$ cat src/rtl/core/llfl_pkg.sv
package llfl_pkg;

   localparam logic ACT_PUSH = 1'b0;
   localparam logic ACT_POP  = 1'b1;

   typedef enum logic [1:0] {
      ST_OK    = 2'd0,
      ST_EMPTY = 2'd1,
      ST_FULL  = 2'd2
   } status_type;

   typedef enum logic {
      OP_PUSH = 1'b0,
      OP_POP  = 1'b1
   } op_type;

   typedef enum logic [1:0] {
      BK_IDLE = 2'd0,
      BK_LINK = 2'd1,
      BK_PAY  = 2'd2
   } back_state_type;

   typedef struct packed {
      logic        action;
      logic [63:0] push_payload;
   } req_type;

   typedef struct packed {
      status_type  status;
      logic [63:0] pop_payload;
      logic [7:0]  entry_count;
   } rsp_type;

   typedef struct packed {
      op_type      op;
      logic [63:0] payload;
   } cmd_type;

endpackage

$ cat src/rtl/core/llfl_front.sv
module llfl_front (
   input  logic              clock,
   input  logic              reset,
   input  logic              start,
   output logic              busy,
   input  llfl_pkg::req_type req_data,
   output logic              cmd_valid,
   output llfl_pkg::cmd_type cmd_data,
   input  logic              cmd_take
);

   llfl_pkg::cmd_type entries_ff [2];
   logic              wr_ptr_ff;
   logic              wr_ptr_in;
   logic              rd_ptr_ff;
   logic              rd_ptr_in;
   logic [1:0]        fill_ff;
   logic [1:0]        fill_in;
   logic              put;
   logic              get;
   llfl_pkg::cmd_type cmd_new;

   assign busy      = (fill_ff == 2'd2);
   assign cmd_valid = (fill_ff != 2'd0);
   assign cmd_data  = entries_ff[rd_ptr_ff];
   assign put       = start && !busy;
   assign get       = cmd_take && cmd_valid;

   always_comb begin
      cmd_new.op      = (req_data.action == llfl_pkg::ACT_POP) ? llfl_pkg::OP_POP
                                                               : llfl_pkg::OP_PUSH;
      cmd_new.payload = req_data.push_payload;
      wr_ptr_in       = put ? !wr_ptr_ff : wr_ptr_ff;
      rd_ptr_in       = get ? !rd_ptr_ff : rd_ptr_ff;
      fill_in         = fill_ff + 2'(put) - 2'(get);
   end

   always_ff @(posedge clock) begin
      if (reset) begin
         wr_ptr_ff <= 1'b0;
         rd_ptr_ff <= 1'b0;
         fill_ff   <= 2'd0;
      end else begin
         wr_ptr_ff <= wr_ptr_in;
         rd_ptr_ff <= rd_ptr_in;
         fill_ff   <= fill_in;
      end
   end

   always_ff @(posedge clock) begin
      if (put) begin
         entries_ff[wr_ptr_ff] <= cmd_new;
      end
   end

endmodule

$ cat config.mk
export PLATFORM = sky130hd
export DESIGN_NAME = llfl_front
export DESIGN_NICKNAME = d
export VERILOG_FILES = /design/src/rtl/core/llfl_pkg.sv /design/src/rtl/core/llfl_front.sv
export SDC_FILE = /design/constraint.sdc
export NUM_CORES = 1
export LEC_CHECK = 0
export ABC_AREA = 1
export BUFFER_PORTS_ARGS = -buffer_cell sky130_fd_sc_hd__buf_2
export CAP_MARGIN = 20
export CORE_MARGIN = 4
export CORE_UTILIZATION = 52
export CTS_CLUSTER_SIZE = 10
export DETAILED_ROUTE_END_ITERATION = 10
export MAX_ROUTING_LAYER = met4
export PLACE_DENSITY = 0.79
export RECOVER_POWER = 50
export SYNTH_ARGS = -nofsm -noshare
export SYNTH_HDL_FRONTEND = slang
export SYNTH_SLANG_ARGS = --single-unit
$ cat constraint.sdc
create_clock -name clock -period 5.26 [get_ports clock]
set_input_delay 0.263 -clock clock [delete_from_list [all_inputs] [get_ports clock]]
set_output_delay 0.263 -clock clock [all_outputs]
set_load 0.1 [all_outputs]
* Word-level counts from Yosys, hierarchy flattened *
Memories as Yosys holds them, arrays and structs flattened. A register that Yosys moved wholly into a read port is not among the register bits.
Cells that the tools add are included.

cells by class
  reductions and logical operators = 6
  add/sub/neg operators = 2
  mux-type cells = 5
  equality and inequality tests = 1

operators by type and width
  operator                                     count
  1-bit 2-to-1 mux                             5
  1-bit zero test                              3
  2-bit by 1-bit adder with 2-bit output       1
  2-bit equality test (second input constant)  1
  1-bit logical AND                            2
  2-bit nonzero test                           1
  2-bit by 1-bit subtractor with 2-bit output  1

storage, ports and cells
  bits in writable memories = 130
  output and inout port bits = 67
  memories kept = 1
  logic and storage cells = 18
  bits of input ports = 69
  flip-flop bits (word level) = 4

memories
  memory      words  width  rd ports  clocked after memory_dff  write ports  line              source
  entries_ff  2      65     1         1                         1            llfl_front.sv:12  llfl_pkg::cmd_type entries_ff [2];

* Longest topological paths before layout *
Gate-level depths: netlist of run 1.

  depth in word-level cells = 5
  gate-level depth with buffers = 11
  depth with buffers taken out = 11

* Worst setup path after synthesis of run 1 *
OpenSTA, ideal clock, no wires.

  kind = register to register
  from = register fill_ff[0]
  to = memory entries_ff[0][0] (netlist bit) (enable)
  setup slack = 1.496 ns
  arrival = 3.276 ns
  cell stages (with the launch flop) = 5
  data required time = 4.772 ns
  library setup time = 0.488 ns
  buffers on the path = 0
  cell sequence = dfxtp_1 inv_1 nand2_1 nand2_1 nor2_1

on the way
  longest elaborated chain between the ends = 5

RTL lines
  element                                 line              source
  from (decl)                             llfl_front.sv:17  logic [1:0] fill_ff;
  from (signal assigned)                  llfl_front.sv:46  fill_ff <= fill_in;
  2-bit equality test                     llfl_front.sv:23  assign busy = (fill_ff == 2'd2);
  1-bit zero test                         llfl_front.sv:26  assign put = start && !busy;
  1-bit logical AND                       llfl_front.sv:26
  1-bit 2-to-1 mux                        llfl_front.sv:51  if (put) begin
  1-bit 2-to-1 mux (implied by the code)  llfl_front.sv:52  entries_ff[wr_ptr_ff] <= cmd_new;
  to (decl)                               llfl_front.sv:12

Every way passes these cells.

==> results of run 1 <==
==> flip-flops by register name, indices dropped and copies added (netlist names), named ones only <==
register / count
fill_ff: 2
wr_ptr_ff: 1
rd_ptr_ff: 1
entries_ff: 130
==> worst reg2reg max path, stage by stage, from the launching register on <==
cell and delay [ns]:
sky130_fd_sc_hd__dfxtp_1 0.35, sky130_fd_sc_hd__inv_1 0.07, sky130_fd_sc_hd__nand2_1 0.12, sky130_fd_sc_hd__nand3_1 0.11, sky130_fd_sc_hd__inv_1 0.73, sky130_fd_sc_hd__buf_4 0.61
==> timing repair <==
item                      in CTS  in global routing
resized for setup              0                  0
hold endpoints to repair     131                  0
hold buffers                  66                  0
==> final timing paths <==
kind / start / to / cells past startpoint
max reg2reg: fill_ff[0] / entries_ff[1][20] / 5
min reg2reg: rd_ptr_ff / rd_ptr_ff / 2
min: start / wr_ptr_ff / 3
max: register / cmd_data[11] / 3
==> per-layer routing <==
layer | up-vias | track usage [%] | wire length [microns]
met5 | - | - | 0
met4 | 0 | 7.394 | 191
li1 | 1356 | - | -
met2 | 96 | 30.25 | 5088
met3 | 17 | 5.639 | 535
met1 | 1383 | 20.28 | 3793
==> where the power goes <==
group	internal, mW	switching (mW)
sequential	1.37	0.0653
clock	0.714	0.401
combinational	0.397	1.44
total	2.48	1.91
==> area by class of cell <==
cell class | count | area, sq um | area share, %
Multi-Input combinational cell | 89 | 1041 | 14.63
Sequential cell | 135 | 4008 | 56.31
Inverter | 9 | 33.78 | 0.4747
Timing Repair Buffer | 204 | 1309 | 18.39
Tap cell | 133 | 166.4 | 2.338
Clock buffer | 21 | 429.2 | 6.030
Clock inverter | 10 | 130.1 | 1.828
==> cell usage in the layout (no fill, tap or decap) <==
cell type                       count
sky130_fd_sc_hd__clkinvlp_4         1
sky130_fd_sc_hd__edfxtp_1         130
sky130_fd_sc_hd__buf_1              1
sky130_fd_sc_hd__mux2_4            50
sky130_fd_sc_hd__buf_16             1
sky130_fd_sc_hd__dfxtp_1            4
sky130_fd_sc_hd__nand3_1            3
sky130_fd_sc_hd__buf_4              2
sky130_fd_sc_hd__clkbuf_8           1
sky130_fd_sc_hd__nor2_1             8
sky130_fd_sc_hd__nor2_4             1
sky130_fd_sc_hd__nand2_1            8
sky130_fd_sc_hd__clkinv_1           1
sky130_fd_sc_hd__bufinv_16          3
sky130_fd_sc_hd__clkbuf_16         16
sky130_fd_sc_hd__a21oi_1            2
sky130_fd_sc_hd__mux2_2            15
sky130_fd_sc_hd__buf_2             78
sky130_fd_sc_hd__dlygate4sd3_1     66
sky130_fd_sc_hd__clkbuf_1          59
sky130_fd_sc_hd__clkbuf_2           1
sky130_fd_sc_hd__clkinv_4           1
sky130_fd_sc_hd__dfxtp_4            1
sky130_fd_sc_hd__inv_1              9
sky130_fd_sc_hd__clkinv_2           4
sky130_fd_sc_hd__ha_1               2
==> per-stage QoR <==
step	worst slack, ns	hold WS, ns	power [mW]
2_1_floorplan	1.496	0.3342	3.043
3_3_place_gp	3.090	0.4393	3.237
3_5_place_dp	3.071	0.4359	3.261
4_1_cts	2.518	0.02864	4.410
5_1_grt	2.612	0.04547	4.535
6_report	2.858	0.05147	4.384
==> cell families (layout without fill, tap and decap cells) <==
logic type	count (synthesis)	count (layout)
AO/OA/AOI/OAI	2	2
flip-flops	135	135
adder cells (fa/ha/maj)	2	2
multiplexers	65	65
buffers and inverters	16	244
AND/OR/NAND/NOR	20	20
==> impl_results.html, run 1 <==
<table>
<tr><th>Metric</th><th>Value</th></tr>
<tr><th colspan="2">Run status</th></tr>
<tr><td>Result of the run</td><td>finished clean</td></tr>
<tr><th colspan="2">Global route</th></tr>
<tr><td>Total global routing track utilization</td><td>between 10% and 20%</td></tr>
<tr><td>Global route overflow</td><td>0</td></tr>
<tr><td>Via count of the first global-routing pass</td><td>3,130</td></tr>
<tr><td>Maximum number of pins on one net before global-route repair</td><td>66</td></tr>
<tr><td>Global-route wire length before repair</td><td>15.04 mm</td></tr>
<tr><td>Number of antenna violations at the first check in global routing</td><td>0</td></tr>
<tr><th colspan="2">Worst setup path</th></tr>
<tr><td>Startpoint class of the critical path</td><td>register</td></tr>
<tr><td>Critical path capture point type</td><td>output port</td></tr>
<tr><td>Data required time at the worst endpoint</td><td>roughly 5 ns</td></tr>
<tr><td>Arrival time of the worst setup path</td><td>approximately 2.1 ns</td></tr>
<tr><td>Maximum single-stage delay on the critical path</td><td>just under 0.6 ns</td></tr>
<tr><td>Slowest-stage cell, CP</td><td>sky130_fd_sc_hd__dfxtp_4</td></tr>
<tr><td>Critical path cell sequence</td><td>buf_16 -&gt; mux2_2 -&gt; buf_2</td></tr>
<tr><td>Start-to-end type of the worst setup path</td><td>reg -&gt; out</td></tr>
<tr><td>Worst Path Buf+Inv</td><td>2</td></tr>
<tr><td>R2r setup slk</td><td>2.87 ns</td></tr>
<tr><td>Critical path peak fanout</td><td>48</td></tr>
<tr><td>Cell family contributing the most delay on the critical path</td><td>buffers and inverters</td></tr>
<tr><th colspan="2">Synth</th></tr>
<tr><td>Post-synthesis cell type with the largest combined area</td><td>sky130_fd_sc_hd__edfxtp_1</td></tr>
<tr><td>Multiplexer share of the synthesized area</td><td>roughly 18%</td></tr>
<tr><td>Leading cell types by total area after synthesis</td><td>sky130_fd_sc_hd__edfxtp_1 76%, sky130_fd_sc_hd__mux2_4 15%, sky130_fd_sc_hd__mux2_2 3.3%</td></tr>
<tr><td>Share of the synthesized area in the top cell type</td><td>75.89%</td></tr>
<tr><td>Cells after Synth</td><td>240</td></tr>
<tr><td>Unique masters post-synth</td><td>12</td></tr>
<tr><td>XOR/XNOR share of the synthesized area</td><td>0%</td></tr>
<tr><td>Combinational family with the most area after synthesis</td><td>multiplexers</td></tr>
<tr><td>Count of flip-flops with a built-in enable after synthesis</td><td>130</td></tr>
<tr><td>Async SR Flop Fraction</td><td>0%</td></tr>
<tr><td>Main synth FF type</td><td>sky130_fd_sc_hd__edfxtp_1</td></tr>
<tr><td>Number of synthesized register bits</td><td>approximately 140</td></tr>
<tr><td>Post-synthesis simple-gate area fraction</td><td>1.532%</td></tr>
<tr><td>Syn Std Cell Area</td><td>about 5100 sq um</td></tr>
<tr><td>Area share of fa/ha/maj cells after synthesis</td><td>less than 1%</td></tr>
<tr><td>Net count after synthesis</td><td>~310</td></tr>
<tr><td>Most frequent cells after synthesis</td><td>130 x sky130_fd_sc_hd__edfxtp_1, 50 x sky130_fd_sc_hd__mux2_4, 15 x sky130_fd_sc_hd__mux2_2</td></tr>
<tr><td>Sequential area share after synthesis</td><td>77.84%</td></tr>
<tr><td>Synth Area in Compound Gates</td><td>less than 1%</td></tr>
<tr><td>Warnings from Yosys</td><td>0</td></tr>
<tr><td>Average instance area after synthesis</td><td>21.43 sq um</td></tr>
<tr><td>Most common cell in the netlist</td><td>sky130_fd_sc_hd__edfxtp_1</td></tr>
<tr><th colspan="2">Clocking</th></tr>
<tr><td>Inserted Clock Buffers</td><td>17</td></tr>
<tr><td>Maximum number of buffers from clock root to sink</td><td>2</td></tr>
<tr><td>Depth of the CTS H-tree</td><td>4</td></tr>
<tr><td>Number of setup buffers added after CTS</td><td>0</td></tr>
<tr><td>Insertion delay to the later sink of the worst-skew pair</td><td>between 0.5 and 0.6 ns</td></tr>
<tr><td>TritonCTS Sinks</td><td>between 100 and 150</td></tr>
<tr><td>Clk slew on worst S/H paths</td><td>about 0.060 ns</td></tr>
<tr><td>Clock root cell</td><td>sky130_fd_sc_hd__clkbuf_8</td></tr>
<tr><td>CTS tree</td><td>built</td></tr>
<tr><th colspan="2">Finish</th></tr>
<tr><td>Layout filler cell count</td><td>approximately 620</td></tr>
<tr><td>Final layout net count</td><td>between 500 and 600</td></tr>
<tr><td>Area added between synthesis and finish</td><td>38.36%</td></tr>
<tr><td>Final Instance Area</td><td>around 7100 sq um</td></tr>
<tr><td>Post-Layout Cell Count</td><td>601</td></tr>
<tr><td>Inserted Diodes</td><td>0</td></tr>
<tr><td>Share of cells above drive strength 1</td><td>37.39%</td></tr>
<tr><td>Final core utilization</td><td>between 70% and 80%</td></tr>
<tr><th colspan="2">Min path</th></tr>
<tr><td>Hold Path Class</td><td>in -&gt; reg</td></tr>
<tr><th colspan="2">Floorplanning</th></tr>
<tr><td>Chip width</td><td>around 110 microns</td></tr>
<tr><td>Area of the die</td><td>roughly 12,000 sq um</td></tr>
<tr><td>Ports</td><td>between 100 and 150</td></tr>
<tr><td>Die Height</td><td>between 100 and 150 microns</td></tr>
<tr><td>Initial Utilization</td><td>53.11%</td></tr>
<tr><td>Number of rows in the core area</td><td>36</td></tr>
<tr><td>Core Footprint</td><td>between 9000 and 10,000 sq um</td></tr>
<tr><th colspan="2">STA</th></tr>
<tr><td>Hold violation total from the final report</td><td>0</td></tr>
<tr><td>Number of endpoints failing setup at the final stage</td><td>0</td></tr>
<tr><td>Setup TNS</td><td>0 ns</td></tr>
<tr><td>Setup skew after layout</td><td>~0.0077 ns</td></tr>
<tr><td>Final worst-path cycle share</td><td>between 40% and 50%</td></tr>
<tr><td>Slew of the pin with the lowest slew margin</td><td>1.180 ns</td></tr>
<tr><td>Final critical path time including I/O delays and setup</td><td>around 2.4 ns</td></tr>
<tr><td>Maximum clock frequency</td><td>approximately 420 MHz</td></tr>
<tr><td>RSZ-0062 raised after global routing</td><td>false</td></tr>
<tr><td>Number of pins with negative max-slew slack in the final report</td><td>0</td></tr>
<tr><td>Relative slew slack</td><td>between 20% and 30%</td></tr>
<tr><th colspan="2">Detailed routing</th></tr>
<tr><td>Length of the first detailed-routing pass in iterations</td><td>4</td></tr>
<tr><td>Initial drt markers</td><td>around 110</td></tr>
<tr><td>Number of vias after detailed routing</td><td>approximately 2,900</td></tr>
<tr><td>Remaining routing DRC violations</td><td>0</td></tr>
<tr><td>Post-Route WL</td><td>9.608 mm</td></tr>
<tr><td>Detailed-route wire length per cell</td><td>between 15 and 20 microns</td></tr>
<tr><td>Post-DRT Antenna Nets</td><td>0</td></tr>
<tr><td>Number of vias per cell after detailed routing</td><td>roughly 4.7</td></tr>
<tr><th colspan="2">Place</th></tr>
<tr><td>Routability-driven placement congestion ratio</td><td>~0.74</td></tr>
<tr><td>Number of placed instances, taps included</td><td>slightly above 500</td></tr>
<tr><td>Port Buffers</td><td>between 100 and 150</td></tr>
<tr><td>Final HPWL from detailed placement</td><td>~5.6 mm</td></tr>
<tr><td>Instance area at placement</td><td>a little under 6000 sq um</td></tr>
<tr><th colspan="2">Pwr</th></tr>
<tr><td>PD cells</td><td>about 600 nW/um^2</td></tr>
<tr><td>Maximum resistive drop on vdd</td><td>approximately 0.45 mV</td></tr>
<tr><td>Standby leakage power</td><td>about 2.7 nW</td></tr>
<tr><th colspan="2">Flow run</th></tr>
<tr><td>Number of max-capacitance violations reported</td><td>0</td></tr>
</table>
No activity file was read; power rests on OpenSTA's default activity.
==> run 2, diff against run 1 <==
CORE_UTILIZATION = 47   (was 52)
PLACE_DENSITY = 0.75   (was 0.79)
clock period = 2 ns   (was 5.26 ns; I/O delays follow)
==> run 2 against run 1 <==
Effect of this change:
- clock skew shrank 0.00091 ns
- non-clock buffer count grew 10
- combinational power grew to 2.8 times the previous value
- utilization shrank 4.0 points
- critical path depth is the same
- routed wire length grew 4.0%
- cell count grew 2.3%
- total power grew to 2.6 times the previous value
==> impl_results.html, run 2 (synthesis results as in run 1) <==
<table>
<tr><th>Metric</th><th>Value</th></tr>
<tr><th colspan="2">Flow run</th></tr>
<tr><td>Number of max-capacitance violations reported</td><td>0</td></tr>
<tr><th colspan="2">Finish</th></tr>
<tr><td>Most frequent standard cell in the layout excluding fill and tap cells</td><td>sky130_fd_sc_hd__edfxtp_1</td></tr>
<tr><td>Post-Layout Cell Count</td><td>between 600 and 700</td></tr>
<tr><td>Largest register FFs</td><td>130</td></tr>
<tr><td>Layout filler cell count</td><td>between 600 and 700</td></tr>
<tr><td>Highest-count cells in the layout ignoring fill and taps</td><td>130 x sky130_fd_sc_hd__edfxtp_1, 68 x sky130_fd_sc_hd__dlygate4sd3_1, 55 x sky130_fd_sc_hd__clkbuf_1</td></tr>
<tr><td>Inserted Diodes</td><td>0</td></tr>
<tr><td>Biggest regs</td><td>entries_ff: 130 flops, fill_ff: 2 flops</td></tr>
<tr><td>Area of the multi-input gates</td><td>between 1000 and 1500 sq um</td></tr>
<tr><td>Area taken by flip-flops and latches</td><td>~4000 sq um</td></tr>
<tr><td>Final layout net count</td><td>537</td></tr>
<tr><td>Area added between synthesis and finish</td><td>41.98%</td></tr>
<tr><td>Share of cells above drive strength 1</td><td>a little under 40%</td></tr>
<tr><td>Final Instance Area</td><td>approximately 7300 sq um</td></tr>
<tr><td>Most flop-heavy register</td><td>entries_ff</td></tr>
<tr><th colspan="2">Detailed routing</th></tr>
<tr><td>Number of vias after detailed routing</td><td>between 2,000 and 3,000</td></tr>
<tr><td>Initial drt markers</td><td>66</td></tr>
<tr><td>Length of the first detailed-routing pass in iterations</td><td>4</td></tr>
<tr><td>Remaining routing DRC violations</td><td>0</td></tr>
<tr><td>Detailed-route wire length per cell</td><td>~16 microns</td></tr>
<tr><td>Post-DRT Antenna Nets</td><td>0</td></tr>
<tr><td>Number of vias per cell after detailed routing</td><td>~4.7</td></tr>
<tr><td>Post-Route WL</td><td>about 10 mm</td></tr>
<tr><th colspan="2">STA</th></tr>
<tr><td>Slew of the pin with the lowest slew margin</td><td>approximately 0.70 ns</td></tr>
<tr><td>Setup TNS</td><td>0 ns</td></tr>
<tr><td>Hold violation total from the final report</td><td>0</td></tr>
<tr><td>Number of pins with negative max-slew slack in the final report</td><td>0</td></tr>
<tr><td>Number of endpoints failing setup at the final stage</td><td>0</td></tr>
<tr><td>Final worst-path cycle share</td><td>between 90% and 100%</td></tr>
<tr><td>Setup skew after layout</td><td>a little under 0.007 ns</td></tr>
<tr><td>Final critical path time including I/O delays and setup</td><td>roughly 1.9 ns</td></tr>
<tr><td>Maximum clock frequency</td><td>~520 MHz</td></tr>
<tr><td>Relative slew slack</td><td>between 50% and 60%</td></tr>
<tr><td>RSZ-0062 raised after global routing</td><td>false</td></tr>
<tr><th colspan="2">Clocking</th></tr>
<tr><td>Clk slew on worst S/H paths</td><td>roughly 0.050 ns</td></tr>
<tr><td>TritonCTS Sinks</td><td>between 100 and 150</td></tr>
<tr><td>Depth of the CTS H-tree</td><td>4</td></tr>
<tr><td>Clock root cell</td><td>sky130_fd_sc_hd__clkbuf_8</td></tr>
<tr><td>Inserted Clock Buffers</td><td>17</td></tr>
<tr><td>Maximum number of buffers from clock root to sink</td><td>2</td></tr>
<tr><td>Insertion delay to the later sink of the worst-skew pair</td><td>~0.5 ns</td></tr>
<tr><td>CTS tree</td><td>built</td></tr>
<tr><th colspan="2">Min path</th></tr>
<tr><td>Hold-critical path depth</td><td>2</td></tr>
<tr><td>Worst hold start</td><td>req_data[56]</td></tr>
<tr><td>Hold Path Class</td><td>in -&gt; reg</td></tr>
<tr><td>Destination of the worst hold path</td><td>entries_ff[1][56]</td></tr>
<tr><th colspan="2">Floorplanning</th></tr>
<tr><td>Die Height</td><td>roughly 110 microns</td></tr>
<tr><td>Core Footprint</td><td>10,510 sq um</td></tr>
<tr><td>Chip width</td><td>~110 microns</td></tr>
<tr><td>Area of the die</td><td>12,680 sq um</td></tr>
<tr><td>Number of rows in the core area</td><td>37</td></tr>
<tr><td>Initial Utilization</td><td>48.95%</td></tr>
<tr><td>Ports</td><td>136</td></tr>
<tr><th colspan="2">Place</th></tr>
<tr><td>Final HPWL from detailed placement</td><td>6.103 mm</td></tr>
<tr><td>Instance area at placement</td><td>slightly above 6000 sq um</td></tr>
<tr><td>Port Buffers</td><td>roughly 140</td></tr>
<tr><td>Routability-driven placement congestion ratio</td><td>around 0.72</td></tr>
<tr><td>Number of placed instances, taps included</td><td>a little over 500</td></tr>
<tr><th colspan="2">Global route</th></tr>
<tr><td>Global-route wire length before repair</td><td>15.77 mm</td></tr>
<tr><td>Total global routing track utilization</td><td>16.78%</td></tr>
<tr><td>Via count of the first global-routing pass</td><td>approximately 3,100</td></tr>
<tr><td>Maximum number of pins on one net before global-route repair</td><td>50</td></tr>
<tr><td>Global route overflow</td><td>0</td></tr>
<tr><td>Number of antenna violations at the first check in global routing</td><td>0</td></tr>
<tr><th colspan="2">Pwr</th></tr>
<tr><td>Maximum resistive drop on vdd</td><td>1.030 mV</td></tr>
<tr><td>Standby leakage power</td><td>2.798 nW</td></tr>
<tr><td>PD cells</td><td>about 1600 nW/um^2</td></tr>
<tr><td>Total Power Consumption</td><td>about 12 mW</td></tr>
<tr><th colspan="2">Worst setup path</th></tr>
<tr><td>Startpoint class of the critical path</td><td>register</td></tr>
<tr><td>Data required time at the worst endpoint</td><td>approximately 1.9 ns</td></tr>
<tr><td>R2r setup slk</td><td>roughly 0.22 ns</td></tr>
<tr><td>R2r endpoint</td><td>entries_ff[0][14]</td></tr>
<tr><td>Critical path peak fanout</td><td>11</td></tr>
<tr><td>Depth of the worst register-to-register path</td><td>5</td></tr>
<tr><td>Worst reg2reg path startpoint</td><td>fill_ff[0]</td></tr>
<tr><td>Arrival time of the worst setup path</td><td>around 1.8 ns</td></tr>
<tr><td>Critical path capture point type</td><td>output port</td></tr>
<tr><td>Start-to-end type of the worst setup path</td><td>reg -&gt; out</td></tr>
<tr><th colspan="2">Run status</th></tr>
<tr><td>Result of the run</td><td>finished clean</td></tr>
</table>
[run 2: cell count changes in the layout (fill, tap and decap cells not counted), moves of 3 or more]
| cell | previous run | this run |
|---|---|---|
| sky130_fd_sc_hd__buf_12 | 0 | 6 |
| sky130_fd_sc_hd__clkbuf_4 | 0 | 21 |
| sky130_fd_sc_hd__clkinv_1 | 1 | 4 |
| sky130_fd_sc_hd__clkbuf_1 | 59 | 55 |
| sky130_fd_sc_hd__buf_2 | 78 | 51 |
| sky130_fd_sc_hd__buf_4 | 2 | 13 |
[run 2: power by group]
part	internal (mW)	switching, mW	leakage [nW]
sequential	3.59	0.135	1.26
combinational	1.25	3.87	1.30
clock	1.62	1.05	0.246
total	6.46	5.05	2.80
[run 2: how the worst max path moves through the flow]
stage / end / depth (start not counted)
after floorplan: entries_ff[0][0] / 4
after detailed placement: entries_ff[1][35] / 5
final: cmd_data[10] / 3
after global placement: entries_ff[1][42] / 5
after CTS: cmd_data[5] / 3
after global routing: cmd_data[10] / 3
[run 2: critical path, stage by stage (launching register included)]
cell and delay [ns]:
sky130_fd_sc_hd__dfxtp_4 0.44, sky130_fd_sc_hd__buf_4 0.24, sky130_fd_sc_hd__mux2_2 0.35, sky130_fd_sc_hd__clkbuf_4 0.28
[run 2: layout make-up]
| class | count | area share, % |
|---|---|---|
| clock buffers | 21 | 5.876 |
| clock inverters | 11 | 1.148 |
| repair buffers | 214 | 21.11 |
| multi-input cells | 89 | 14.15 |
| flip-flops and latches | 135 | 54.87 |
| inverters | 9 | 0.5140 |
| well taps | 136 | 2.330 |
[run 2: per-stage QoR]
| stage | hold slack (ns) | util [%] | setup slack, ns |
|---|---|---|---|
| after floorplan | 0.1712 | - | 0.03420 |
| after global placement | 0.2731 | 57.88 | 0.3806 |
| after detailed placement | 0.2858 | 57.88 | 0.3361 |
| after CTS | 0.2738 | 69.42 | 0.004204 |
| after global routing | 0.2850 | 69.50 | 0.01457 |
| final | 0.3158 | 69.50 | 0.08381 |
[run 2: what timing repair did]
action / CTS / global route
gates cloned: 0 / 1
resized for setup: 8 / 24
setup buffers: 0 / 2
endpoints found under the hold margin: 135 / 0
hold buffers: 68 / 0
endpoints found under the setup margin: 8 / 33
[run 2: layer usage]
layer	vias up	global-route usage, %	wire [microns]
li1	1377	-	-
met3	23	5.606	615
met4	0	6.330	238
met2	101	28.91	5321
met1	1372	17.89	3823
met5	-	-	0
==> run 3, diff against run 2 <==
CORE_UTILIZATION = 52   (was 47)
PLACE_DENSITY = 0.79   (was 0.75)
clock period = 1.95 ns   (was 2 ns; I/O delays follow)
==> run 3 against run 2 <==
Effect of this change:
- combinational power increased by 15%
- largest cell class unchanged
- global-route usage increased by 3.9 points
- worst hold slack got worse by 0.020 ns
- count of clock-buffer cells in the layout decreased by 4
- critical path type unchanged
- worst setup slack got worse by 0.023 ns
- sequential cell count unchanged
- critical endpoint is now cmd_data[7]
==> impl_results.html, run 3 (synthesis results as in run 1) <==
<table>
<tr><th>Metric</th><th>Value</th></tr>
<tr><th colspan="2">Run status</th></tr>
<tr><td>Result of the run</td><td>finished clean</td></tr>
<tr><th colspan="2">Place</th></tr>
<tr><td>Post-place setup slack</td><td>between 0.4 and 0.5 ns</td></tr>
<tr><td>Number of placed instances, taps included</td><td>between 500 and 600</td></tr>
<tr><td>Routability-driven placement congestion ratio</td><td>around 0.68</td></tr>
<tr><td>Port Buffers</td><td>between 100 and 150</td></tr>
<tr><td>Final HPWL from detailed placement</td><td>6.286 mm</td></tr>
<tr><th colspan="2">Worst setup path</th></tr>
<tr><td>Slowest-stage cell, CP</td><td>sky130_fd_sc_hd__mux2_2</td></tr>
<tr><td>Data required time at the worst endpoint</td><td>1.85 ns</td></tr>
<tr><td>Arrival time of the worst setup path</td><td>1.79 ns</td></tr>
<tr><td>Critical path peak fanout</td><td>16</td></tr>
<tr><td>Cell family contributing the most delay on the critical path</td><td>buffers and inverters</td></tr>
<tr><td>Critical path cell sequence</td><td>buf_6 -&gt; mux2_2 -&gt; buf_2</td></tr>
<tr><td>Worst Path Buf+Inv</td><td>2</td></tr>
<tr><td>Maximum single-stage delay on the critical path</td><td>between 0.3 and 0.4 ns</td></tr>
<tr><td>Critical path capture point type</td><td>output port</td></tr>
<tr><td>Startpoint class of the critical path</td><td>register</td></tr>
<tr><td>Start-to-end type of the worst setup path</td><td>reg -&gt; out</td></tr>
<tr><th colspan="2">Pwr</th></tr>
<tr><td>Sequential cell fraction of total power</td><td>just under 30%</td></tr>
<tr><td>Total Power Consumption</td><td>about 13 mW</td></tr>
<tr><td>Combinational fraction of design power</td><td>a little under half</td></tr>
<tr><td>Internal Pwr Total</td><td>around 7.5 mW</td></tr>
<tr><td>Standby leakage power</td><td>2.981 nW</td></tr>
<tr><td>Switching power of the nets</td><td>around 5.4 mW</td></tr>
<tr><td>Switching share of total power</td><td>between 40% and 50%</td></tr>
<tr><td>PD cells</td><td>approximately 1700 nW/um^2</td></tr>
<tr><td>Maximum resistive drop on vdd</td><td>around 1.4 mV</td></tr>
<tr><td>Part of the total power dissipated in the clock network</td><td>25.3%</td></tr>
<tr><th colspan="2">Floorplanning</th></tr>
<tr><td>Area of the die</td><td>between 10,000 and 15,000 sq um</td></tr>
<tr><td>Number of rows in the core area</td><td>36</td></tr>
<tr><td>Core Footprint</td><td>slightly below 10,000 sq um</td></tr>
<tr><td>Chip width</td><td>107.5 microns</td></tr>
<tr><td>Ports</td><td>roughly 140</td></tr>
<tr><td>Initial Utilization</td><td>between 50% and 60%</td></tr>
<tr><td>Die Height</td><td>around 110 microns</td></tr>
<tr><th colspan="2">STA</th></tr>
<tr><td>Hold violation total from the final report</td><td>0</td></tr>
<tr><td>Slew of the pin with the lowest slew margin</td><td>roughly 0.55 ns</td></tr>
<tr><td>Number of endpoints failing setup at the final stage</td><td>0</td></tr>
<tr><td>Maximum clock frequency</td><td>around 530 MHz</td></tr>
<tr><td>Setup skew after layout</td><td>between 0.008 and 0.009 ns</td></tr>
<tr><td>Relative slew slack</td><td>between 60% and 70%</td></tr>
<tr><td>Hold slack final</td><td>just under 0.3 ns</td></tr>
<tr><td>RSZ-0062 raised after global routing</td><td>false</td></tr>
<tr><td>Final worst-path cycle share</td><td>between 90% and 100%</td></tr>
<tr><td>Setup TNS</td><td>0 ns</td></tr>
<tr><td>Final critical-path setup slack</td><td>between 0.06 and 0.07 ns</td></tr>
<tr><td>Number of pins with negative max-slew slack in the final report</td><td>0</td></tr>
<tr><td>Final critical path time including I/O delays and setup</td><td>1.889 ns</td></tr>
<tr><th colspan="2">Detailed routing</th></tr>
<tr><td>Number of vias per cell after detailed routing</td><td>4.867</td></tr>
<tr><td>Post-Route WL</td><td>between 10 and 15 mm</td></tr>
<tr><td>Post-DRT Antenna Nets</td><td>0</td></tr>
<tr><td>Detailed-route wire length per cell</td><td>17.97 microns</td></tr>
<tr><td>Length of the first detailed-routing pass in iterations</td><td>6</td></tr>
<tr><td>Initial drt markers</td><td>between 100 and 150</td></tr>
<tr><td>Remaining routing DRC violations</td><td>0</td></tr>
<tr><td>Number of vias after detailed routing</td><td>just under 3,000</td></tr>
<tr><th colspan="2">Finish</th></tr>
<tr><td>Final layout net count</td><td>534</td></tr>
<tr><td>Biggest regs</td><td>entries_ff: 130 flops, fill_ff: 2 flops</td></tr>
<tr><td>Highest-count cells in the layout ignoring fill and taps</td><td>130 x sky130_fd_sc_hd__edfxtp_1, 68 x sky130_fd_sc_hd__dlygate4sd3_1, 53 x sky130_fd_sc_hd__buf_2</td></tr>
<tr><td>Area added between synthesis and finish</td><td>50.60%</td></tr>
<tr><td>Most frequent standard cell in the layout excluding fill and tap cells</td><td>sky130_fd_sc_hd__edfxtp_1</td></tr>
<tr><td>Largest register FFs</td><td>130</td></tr>
<tr><td>Share of cells above drive strength 1</td><td>approximately two fifths</td></tr>
<tr><td>Inserted Diodes</td><td>0</td></tr>
<tr><td>Post-Layout Cell Count</td><td>a little over 600</td></tr>
<tr><td>Most flop-heavy register</td><td>entries_ff</td></tr>
<tr><th colspan="2">Clocking</th></tr>
<tr><td>Insertion delay to the later sink of the worst-skew pair</td><td>between 0.5 and 0.6 ns</td></tr>
<tr><td>TritonCTS Sinks</td><td>roughly 140</td></tr>
<tr><td>Inserted Clock Buffers</td><td>17</td></tr>
<tr><td>Maximum number of buffers from clock root to sink</td><td>2</td></tr>
<tr><td>CTS tree</td><td>built</td></tr>
<tr><td>Clock root cell</td><td>sky130_fd_sc_hd__clkbuf_8</td></tr>
<tr><td>Number of setup buffers added after CTS</td><td>0</td></tr>
<tr><td>Clk slew on worst S/H paths</td><td>0.06 ns</td></tr>
<tr><td>Depth of the CTS H-tree</td><td>4</td></tr>
<tr><th colspan="2">Global route</th></tr>
<tr><td>Total global routing track utilization</td><td>about a fifth</td></tr>
<tr><td>Via count of the first global-routing pass</td><td>roughly 3,400</td></tr>
<tr><td>Number of antenna violations at the first check in global routing</td><td>0</td></tr>
<tr><td>Global route overflow</td><td>0</td></tr>
<tr><td>Global-route wire length before repair</td><td>between 15 and 20 mm</td></tr>
<tr><td>Maximum number of pins on one net before global-route repair</td><td>42</td></tr>
<tr><th colspan="2">Flow run</th></tr>
<tr><td>Number of max-capacitance violations reported</td><td>0</td></tr>
<tr><th colspan="2">Min path</th></tr>
<tr><td>Hold Path Class</td><td>in -&gt; reg</td></tr>
</table>
[run 3: cell types whose count changed in the layout (fill, tap and decap cells not counted), sizes merged]
cell      before  now
buf           71   93
inv            8    9
bufinv         1    4
clkbuf        96   67
clkinv         8    6
clkinvlp       3    5
[run 3: per-layer routing]
layer / vias up / part of all wire (%) / track usage [%]
li1: 1376 / - / -
met1: 1448 / 36 / 20.70
met2: 123 / 57 / 37.89
met3: 17 / 5.4 / 5.999
met4: 0 / 1.8 / 8.025
met5: - / 0 / -
[run 3: worst paths after layout]
check | slack [ns] | from | to | depth (start not counted)
max | 0.06 | register | cmd_data[7] | 3
min | 0.30 | reset | fill_ff[0] | 3
max reg2reg | 0.25 | fill_ff[0] | entries_ff[1][19] | 5
min reg2reg | 0.54 | rd_ptr_ff | register | 2
[run 3: worst min-delay path, cell delays in order]
cell,delay [ns]
sky130_fd_sc_hd__dlygate4sd3_1,0.53
sky130_fd_sc_hd__buf_2,0.11
sky130_fd_sc_hd__nor2_1,0.04
[run 3: final cells by class]
type / instances / area (sq um)
Multi-Input combinational cell: 89 / 1033
Timing Repair Buffer: 211 / 1883
Sequential cell: 135 / 4008
Inverter: 9 / 37.54
Clock inverter: 15 / 203.9
Fill cell: 522 / 1938
Tap cell: 133 / 166.4
Clock buffer: 17 / 414.1
[run 3: power by group through the flow]
stage	Sequential [mW]	Combinational, mW	Clock (mW)
floorplan	3.82	4.38	0
global placement	3.83	5.75	0
detailed placement	3.86	5.80	0
CTS	3.80	5.92	3.32
global route	3.84	6.05	3.47
finish	3.80	5.88	3.28
[run 3: repair_timing]
| action | CTS | global route |
|---|---|---|
| hold endpoints to repair | 135 | 0 |
| resized for setup | 1 | 1 |
| hold buffers | 68 | 0 |
| endpoints found under the setup margin | 2 | 22 |
[run 3: metrics by stage]
| stage | cell area (sq um) | utilization [%] |
|---|---|---|
| floorplan | 5160 | - |
| global placement | 6529 | 67.42 |
| detailed placement | 6529 | 67.42 |
| CTS | 7831 | 80.87 |
| global route | 7746 | 79.99 |
| finish | 7746 | 79.99 |
